===== src/gsma_pkg.sv =====
`default_nettype none
package gsma_pkg;

    localparam int POSITION_BITS_DEF = 32;
    localparam int WINDOW            = 4;
    localparam int SLOT_W            = $clog2(WINDOW);
    localparam int RATE_BITS         = 16;
    localparam logic [RATE_BITS-1:0] RATE_RESET = 16'd200;
    localparam int SPEED_BITS        = 40;
    localparam int SUM_BITS          = SPEED_BITS + $clog2(WINDOW);
    localparam int WIN_SHIFT         = $clog2(WINDOW);
    localparam int MAG_BITS          = SPEED_BITS + 1;
    localparam int SQ_DIGIT          = 8;
    localparam int SQ_STEPS          = (SPEED_BITS + SQ_DIGIT - 1) / SQ_DIGIT;
    localparam int SQ_IDX_W          = $clog2(SQ_STEPS);
    localparam int PART_BITS         = SPEED_BITS + SQ_DIGIT;
    localparam int ROOT_IN_BITS      = 2 * SPEED_BITS + 2;
    localparam int ROOT_STEPS        = MAG_BITS;
    localparam int CNT_W             = $clog2(ROOT_STEPS);
    localparam logic [ROOT_IN_BITS-1:0] ROOT_ONE_INIT =
        {2'b01, {(ROOT_IN_BITS-2){1'b0}}};
    localparam int OUT_RAW_BITS      = 2 * SPEED_BITS + MAG_BITS;
    localparam int OUT_DATA_W        = ((OUT_RAW_BITS + 7) / 8) * 8;

    typedef struct packed {
        logic                load;
        logic                speed;
        logic                window;
        logic                square;
        logic [SQ_IDX_W-1:0] sq_idx;
        logic                root;
        logic                out_load;
    } gsma_cmd_t;

endpackage
`default_nettype wire


===== src/gsma_ctrl.sv =====
`default_nettype none
module gsma_ctrl
(
    input  wire logic               clk,
    input  wire logic               rst_n,
    input  wire logic               in_valid,
    output logic                    in_ready,
    output logic                    out_valid,
    input  wire logic               out_ready,
    output gsma_pkg::gsma_cmd_t     cmd
);
    import gsma_pkg::*;

    typedef enum logic [5:0] {
        S_IDLE   = 6'b000001,
        S_SPEED  = 6'b000010,
        S_WIN    = 6'b000100,
        S_SQUARE = 6'b001000,
        S_ROOT   = 6'b010000,
        S_OUT    = 6'b100000
    } state_t;

    state_t           state_reg, state_next;
    logic [CNT_W-1:0] cnt_reg, cnt_next;
    logic             out_valid_reg, out_valid_next;
    logic             out_free;

    assign out_free  = !out_valid_reg || out_ready;
    assign out_valid = out_valid_reg;
    assign in_ready  = (state_reg == S_IDLE);

    always_comb
    begin
        state_next     = state_reg;
        cnt_next       = cnt_reg;
        out_valid_next = out_valid_reg && !out_ready;
        cmd            = '0;
        cmd.sq_idx     = cnt_reg[SQ_IDX_W-1:0];
        case (state_reg)
            S_IDLE:
            begin
                if (in_valid)
                begin
                    cmd.load   = 1'b1;
                    state_next = S_SPEED;
                end
            end
            S_SPEED:
            begin
                cmd.speed  = 1'b1;
                state_next = S_WIN;
            end
            S_WIN:
            begin
                cmd.window = 1'b1;
                cnt_next   = '0;
                state_next = S_SQUARE;
            end
            S_SQUARE:
            begin
                cmd.square = 1'b1;
                if (cnt_reg == CNT_W'(SQ_STEPS - 1))
                begin
                    cnt_next   = '0;
                    state_next = S_ROOT;
                end
                else
                begin
                    cnt_next = cnt_reg + 1'b1;
                end
            end
            S_ROOT:
            begin
                cmd.root = 1'b1;
                if (cnt_reg == CNT_W'(ROOT_STEPS - 1))
                begin
                    cnt_next   = '0;
                    state_next = S_OUT;
                end
                else
                begin
                    cnt_next = cnt_reg + 1'b1;
                end
            end
            S_OUT:
            begin
                if (out_free)
                begin
                    cmd.out_load   = 1'b1;
                    out_valid_next = 1'b1;
                    state_next     = S_IDLE;
                end
            end
            default:
            begin
                state_next = S_IDLE;
            end
        endcase
    end

    always_ff @(posedge clk or negedge rst_n)
    begin
        if (!rst_n)
        begin
            state_reg     <= S_IDLE;
            cnt_reg       <= '0;
            out_valid_reg <= 1'b0;
        end
        else
        begin
            state_reg     <= state_next;
            cnt_reg       <= cnt_next;
            out_valid_reg <= out_valid_next;
        end
    end

endmodule
`default_nettype wire


===== config.mk =====
export PLATFORM = sky130hd
export DESIGN_NAME = gsma_ctrl
export DESIGN_NICKNAME = d
export VERILOG_FILES = /design/src/gsma_pkg.sv /design/src/gsma_ctrl.sv
export SDC_FILE = /design/constraint.sdc
export NUM_CORES = 1
export LEC_CHECK = 0
export ABC_AREA = 0
export BUFFER_PORTS_ARGS = -buffer_cell sky130_fd_sc_hd__buf_2
export CORE_MARGIN = 2
export CORE_UTILIZATION = 45
export CTS_CLUSTER_SIZE = 25
export DETAILED_ROUTE_END_ITERATION = 7
export GPL_ROUTABILITY_DRIVEN = 0
export PLACE_DENSITY = 0.71
export SLEW_MARGIN = 40
export SYNTH_ARGS = -nofsm -noshare
export SYNTH_HDL_FRONTEND = slang
export SYNTH_SLANG_ARGS = --single-unit

===== constraint.sdc =====
create_clock -name clk -period 1.9 [get_ports clk]
set_input_delay 0.19 -clock clk [delete_from_list [all_inputs] [get_ports clk]]
set_output_delay 0.19 -clock clk [all_outputs]
set_load 0.05 [all_outputs]

# Yosys cells after proc, flatten, opt, wreduce, memory -nomap -nowiden
# Cells that the tools add are included.
# totals
word_cells	40
latchBits	0
input_bits	4
output_inout_bits	11
mem_bits_ro	0
reg_bits	13
mem_count	0
ram_bits	0
# op_classes
div	0
n_reduce_logical	6
magnitude_cmp	0
bitwise	0
muxes	18
multipliers	0
add_sub_neg	1
n_shift	0
eq_ne	12
# op_table
cell	n
$mux W6	6
$pmux W6 S6	1
$pmux W6 S3	1
$eq A6 B3 Y1 const B	2
$eq A6 B6 Y1 const B	2
$mux W1	10
$ne A2 B2 Y1 const B	4
$add A6 B1 Y6 const B	1
$eq A6 B1 Y1 const B	1
$eq A6 B2 Y1 const B	1
$eq A6 B4 Y1 const B	1
$eq A6 B5 Y1 const B	1
$reduce_and A4 Y1	1
$reduce_bool A3 Y1	1
$logic_not A1 Y1	2
$logic_and A1 B1 Y1	1
$logic_or A1 B1 Y1	1

# Longest topological paths before layout
# Gate-level depths: netlist (run 1).
# logic_depth
ltp_word	4
mapped_depth	6
ltp_nobuf	6

# Worst setup path after synthesis (run 1)
# No wires, ideal clock.
# synth_path
path_kind	reg-to-output
from	reg state_reg[3]
to	out cmd[8] in the netlist's numbering
path_slack_ns	-0.330
arrival_time_ns	2.040
path_stages_with_launch	4
required_ns	1.710
path_buffers	0
path_cell_list	dfrtp_1 -> or4_4 -> nor3b_4 -> and2_1
# synth_rtl
item	line_no	source
from (decl)	gsma_ctrl.sv:23	state_t state_reg, state_next;
from (signal assigned)	gsma_ctrl.sv:111	state_reg <= state_next;
to (decl)	gsma_ctrl.sv:10	output gsma_pkg::gsma_cmd_t cmd

==> results_dict.tcl, run 1 <==
set metrics [dict create \
    drt_iter0_drc 11 \
    dpl.hpwl_um 1204 \
    drive_above_1_share_pct 32.63 \
    synth_edf_count 0 \
    start_util_pct 46.52 \
    crit_required_ns 1.71 \
    peakVddDrop_uv 839.9 \
    wire_per_inst_um 14.62 \
    worst_setup_path_start_kind "flip-flop" \
    p_sw_mw 0.5655 \
    grt_overflow_total 0 \
    die_area_um2 2096 \
    p_comb_share_pct 52.7 \
    final_area_um2 930.9 \
    synth_top_area_cell "dfrtp_1" \
    finClkSkew_ns 0.005657 \
    synth_area_um2 785.8 \
    syn_nets 84 \
    cp.arrival_ns 1.81 \
    syn2layout_area_growth_pct 18.47 \
    cts_sinks 13 \
    cts_tree "built" \
    drt_pass1_iterations 4 \
    critPathMaxFanout 4 \
    cts.clk_slew.worst_paths_ns 0.08 \
    ioPinCount 15 \
    drt-total-wl_um 1637 \
    cts_setup_buffers 0 \
    syn_inst 78 \
    dpl_cell_area_um2 873.3 \
    clock.fmax_mhz 500.9 \
    yosysSeqAreaShare_pct 41.56 \
    sequentialPowerShare_pct 33.2 \
    critPathKind "reg -> out" \
    p_per_area_nw_per_um2 1346 \
    viasPerCell 5.723 \
    setup_tns_ns -0.1788 \
    fill_cells 145 \
    io_buffers 14 \
    drv_slew 0 \
    grt_pass1_wl_um 2773 \
    ys_seq_elements 13 \
    critPathCaptureType "primary output" \
    cts_max_level 1 \
    avgSynthCellArea_um2 10.07 \
    switching_share_pct 45.12 \
    core_um2 1689 \
    run_status "finished with violations" \
    synthDistinctLibCells 37 \
    ant_nets 0 \
    tightest_slew_ns 0.4065 \
    p_int_mw 0.6879 \
    post-route-drc-count 0 \
    synthFlopType "dfrtp_1" \
    yosys_warnings 0 \
    cts_buffers 3 \
    clock_power_share_pct 14.0 \
    setup-violations-final 2 \
    layout_min_cycle_time_ns 1.997 \
    root_buffer "clkbuf_4" \
    slew_headroom_pct 72.82 \
    row_count 15 \
    grt_pass1_vias 633 \
    cap_violations 0 \
    cts_buffer_depth 2 \
    fin_nets 102 \
    synthArstFlopShare_pct 100.0 \
    finalCritPeriodShare_pct 105.1 \
    fp.dieW_um 45.79 \
    grt_max_degree 14 \
    clk_latency_ns 0.28 \
    layout_common_cells "dfrtp_1 (12), buf_2 (10), inv_1 (7)" \
    antenna_found_initial 0 \
    synthTopCellsByArea "dfrtp_1 (38%), buf_4 (3.8%), dfstp_2 (3.3%)" \
    violations "negative setup slack" \
    rsz0062_at_grt "true" \
    yosysTopAreaCellShare_pct 38.22 \
    vias 641 \
    hold_viol_final 0 \
    die_h_um 45.79 \
    mostFrequentLayoutCell "dfrtp_1" \
    postLayoutCoreUtil_pct 55.11 \
    leakagePower_nw 0.4756 \
    num_antenna_cells 0 \
    track_usage_pct 18.97 \
    fin_ws_ns -0.09660 \
    hp-class "in -> reg" \
]
==> kinds of logic (layout without fill, tap and decap cells) <==
| kind of cell | Yosys count | count (layout) | synth area share, % |
|---|---|---|---|
| and+or+nand+nor | 33 | 33 | 28.66 |
| AOI/OAI and AO/OA | 16 | 16 | 16.24 |
| DFF | 13 | 13 | 41.56 |
| buffers and inverters | 12 | 29 | 7.803 |
| adders and majority gates | 2 | 2 | 3.184 |
| xor gates and xnor gates | 1 | 1 | 1.115 |
| muxes | 1 | 1 | 1.433 |
==> power groups by stage <==
| stage | registers [mW] | logic (mW) | clock network (mW) |
|---|---|---|---|
| floorplan | 0.405 | 0.519 | 0 |
| global placement | 0.415 | 0.617 | 0 |
| detailed placement | 0.418 | 0.631 | 0 |
| CTS | 0.414 | 0.666 | 0.182 |
| global route | 0.426 | 0.709 | 0.199 |
| finish | 0.416 | 0.661 | 0.176 |
==> synth_stat cells (all sizes together) (2+ instances only) <==
master and number:
nand3 2, a211o 2, nor2 5, nand3b 3, ha 2, nor2b 3, nand2 5, a21oi 3
o21ai 3, dfrtp 12, and2 2, nand2b 2, nor3b 3, nor4 2, inv 7, buf 5
==> worst max-delay path, cell delays in order (launching register included) <==
cell	delay, ns
dfrtp_1	0.41
or4_4	0.59
nor3b_4	0.23
and2_4	0.18
buf_8	0.13
==> metrics by stage <==
stage | hold WS [ns] | setup slack (ns) | total power [mW] | instances
detailed placement | 0.09793 | 0.09265 | 1.049 | 107
global placement | 0.09726 | 0.1193 | 1.031 | 107
floorplan | -0.1056 | -0.1890 | 0.9242 | 78
global route | 0.1686 | -0.1718 | 1.333 | 112
finish | 0.1585 | -0.09660 | 1.253 | 112
CTS | 0.1546 | -0.09860 | 1.263 | 112
==> metal layers <==
metal,vias to the layer above,part of all wire [%],global-route usage [%],wire length [um]
met1,314,49,25.37,804
met2,13,47,29.01,771
met3,2,2.4,3.571,40
met5,-,0,0,0
li1,312,-,-,-
met4,0,1.3,9.714,21
==> what timing repair did <==
action,CTS,global route
hold buffers,1,0
pin swaps,1,1
setup endpoints to repair,5,9
endpoints found under the hold margin,12,0
resized for setup,7,0
==> layout make-up <==
type | count | area, um^2 | share of cell area, %
sequential | 13 | 326.6 | 35.08
tap | 17 | 21.27 | 2.285
inverter | 7 | 26.28 | 2.823
multi-input combinational | 53 | 406.6 | 43.68
clock buffer | 4 | 26.28 | 2.823
timing repair buffer | 18 | 123.9 | 13.31
==> final timing paths <==
check | slack (ns) | start | cells past startpoint | endpoint
min in group asynchronous | 0.32 | rst_n | 2 | cnt_reg[4]
max in group asynchronous | 1.29 | rst_n | 2 | state_reg[0]
worst min-delay path | 0.16 | in_valid | 2 | state_reg[1]
worst max register to register | 0.07 | cnt_reg[0] | 6 | cnt_reg[2]
worst max-delay path | -0.1 | state_reg[4] | 4 | cmd[8]
worst min register to register | 0.55 | cnt_reg[5] | 1 | cnt_reg[5]
(Power assumes the default switching activity.)
==> inputs of run 2 (changes only) <==
--- a/config.mk
+++ b/config.mk
@@ -8,11 +8,11 @@
 export ABC_AREA = 0
 export BUFFER_PORTS_ARGS = -buffer_cell sky130_fd_sc_hd__buf_2
 export CORE_MARGIN = 2
-export CORE_UTILIZATION = 45
+export CORE_UTILIZATION = 35
 export CTS_CLUSTER_SIZE = 25
 export DETAILED_ROUTE_END_ITERATION = 7
 export GPL_ROUTABILITY_DRIVEN = 0
-export PLACE_DENSITY = 0.71
+export PLACE_DENSITY = 0.59
 export SLEW_MARGIN = 40
 export SYNTH_ARGS = -nofsm -noshare
 export SYNTH_HDL_FRONTEND = slang
==> results_dict.tcl, run 2 (synthesis results as in run 1) <==
set metrics [dict create \
    run_status "finished with violations" \
    violations "negative setup slack" \
    syn2layout_area_growth_pct 26.27 \
    drv_slew 0 \
    leakagePower_nw 0.5020 \
    peakVddDrop_uv 819.4 \
    viasPerCell 5.102 \
    drive_above_1_share_pct 36.36 \
    mostFrequentLayoutCell "dfrtp_1" \
    core_um2 2170 \
    row_count 17 \
    layout_min_cycle_time_ns 2.029 \
    finalNonFillerCells 127 \
    highest_layer "met4" \
    p_per_area_nw_per_um2 1377 \
    hold_slack_ns 0.1690 \
    cp.arrival_ns 1.84 \
    vias 648 \
    grt_max_degree 14 \
    post-route-drc-count 0 \
    dpl.hpwl_um 1140 \
    cap_violations 0 \
    fin_nets 106 \
    start_util_pct 36.22 \
    cts_tree "built" \
    worst_setup_path_start_kind "flip-flop" \
    dr_wl_met3_um 95 \
    num_antenna_cells 0 \
    antenna_found_initial 0 \
    clk_latency_ns 0.27 \
    layout_common_cells "dfrtp_1 (12), buf_2 (10), inv_1 (7), buf_4 (7)" \
    cts_buffers 3 \
    crit_required_ns 1.71 \
    grt_pass1_vias 591 \
    rsz0062_at_grt "true" \
    setup-violations-final 5 \
    cts_max_level 1 \
    cts.clk_slew.worst_paths_ns 0.08 \
    io_buffers 14 \
    die_area_um2 2640 \
    hold_viol_final 0 \
    clock.fmax_mhz 492.8 \
    setup_tns_ns -0.3946 \
    grt_pass1_wl_um 2684 \
    fill_cells 225 \
    hp-class "in -> reg" \
    cts_sinks 13 \
    drt_pass1_iterations 4 \
    fp.dieW_um 51.38 \
    critPathCaptureType "primary output" \
    finalCritPeriodShare_pct 106.8 \
    postLayoutCoreUtil_pct 45.73 \
    dp_worst_setup_slack_ns 0.05295 \
    drt-total-wl_um 1615 \
    wl_met2_um 712 \
    drt_iter0_drc 10 \
    final_area_um2 992.2 \
    p_total_mw 1.367 \
    slew_headroom_pct 75.21 \
    ioPinCount 15 \
    dpl_cell_area_um2 879.6 \
    fin_ws_ns -0.1291 \
    critPathMaxFanout 4 \
    ant_nets 0 \
    die_h_um 51.38 \
    finClkSkew_ns 0.001362 \
    critPathKind "reg -> out" \
    placed_cells 117 \
    track_usage_pct 13.78 \
    cts_buffer_depth 2 \
    tightest_slew_ns 0.3687 \
    root_buffer "clkbuf_4" \
    grt_overflow_total 0 \
    wire_per_inst_um 12.72 \
    met1_length_um 790 \
]
[run 2: critical path, stage by stage (launching register included)]
cell and delay, ns:
dfrtp_1 0.41, or4_4 0.58, nor3b_4 0.26, and2_4 0.18, buf_8 0.13
[run 2: path summary, 6_finish.rpt]
kind,cells after the start,slack [ns],start,to
hold reg to reg,1,0.56,cnt_reg[5],cnt_reg[5]
hold / removal,2,0.17,in_valid,state_reg[1]
max in group asynchronous,2,1.29,rst_n,state_reg[0]
min in group asynchronous,2,0.33,rst_n,state_reg[4]
setup / recovery,4,-0.13,state_reg[3],cmd[8]
setup reg to reg,6,0.09,state_reg[3],state_reg[0]
[run 2: cell type report]
class	instances	area, um^2	share of cell area, %
sequential	13	326.6	32.91
timing repair buffer	22	165.2	16.65
clock buffer	4	26.28	2.648
multi-input combinational	53	412.9	41.61
tap	28	35.03	3.531
inverter	7	26.28	2.648
[run 2: per-layer routing]
layer  vias up  GRT usage, %
li1        320             -
met1       304         17.98
met2        22         20.51
met3         2         6.140
met4         0         3.947
met5         -             0
[run 2: repair_timing]
item,in CTS,in global routing
endpoints found under the setup margin,6,7
buffers inserted,2,3
pin swaps,3,4
endpoints found under the hold margin,12,0
gates resized for setup,6,6
hold buffers,1,0
[run 2: report_power, final]
group / internal, mW / switching [mW]
clock: 0.0813 / 0.0871
combinational: 0.369 / 0.411
sequential: 0.339 / 0.0795
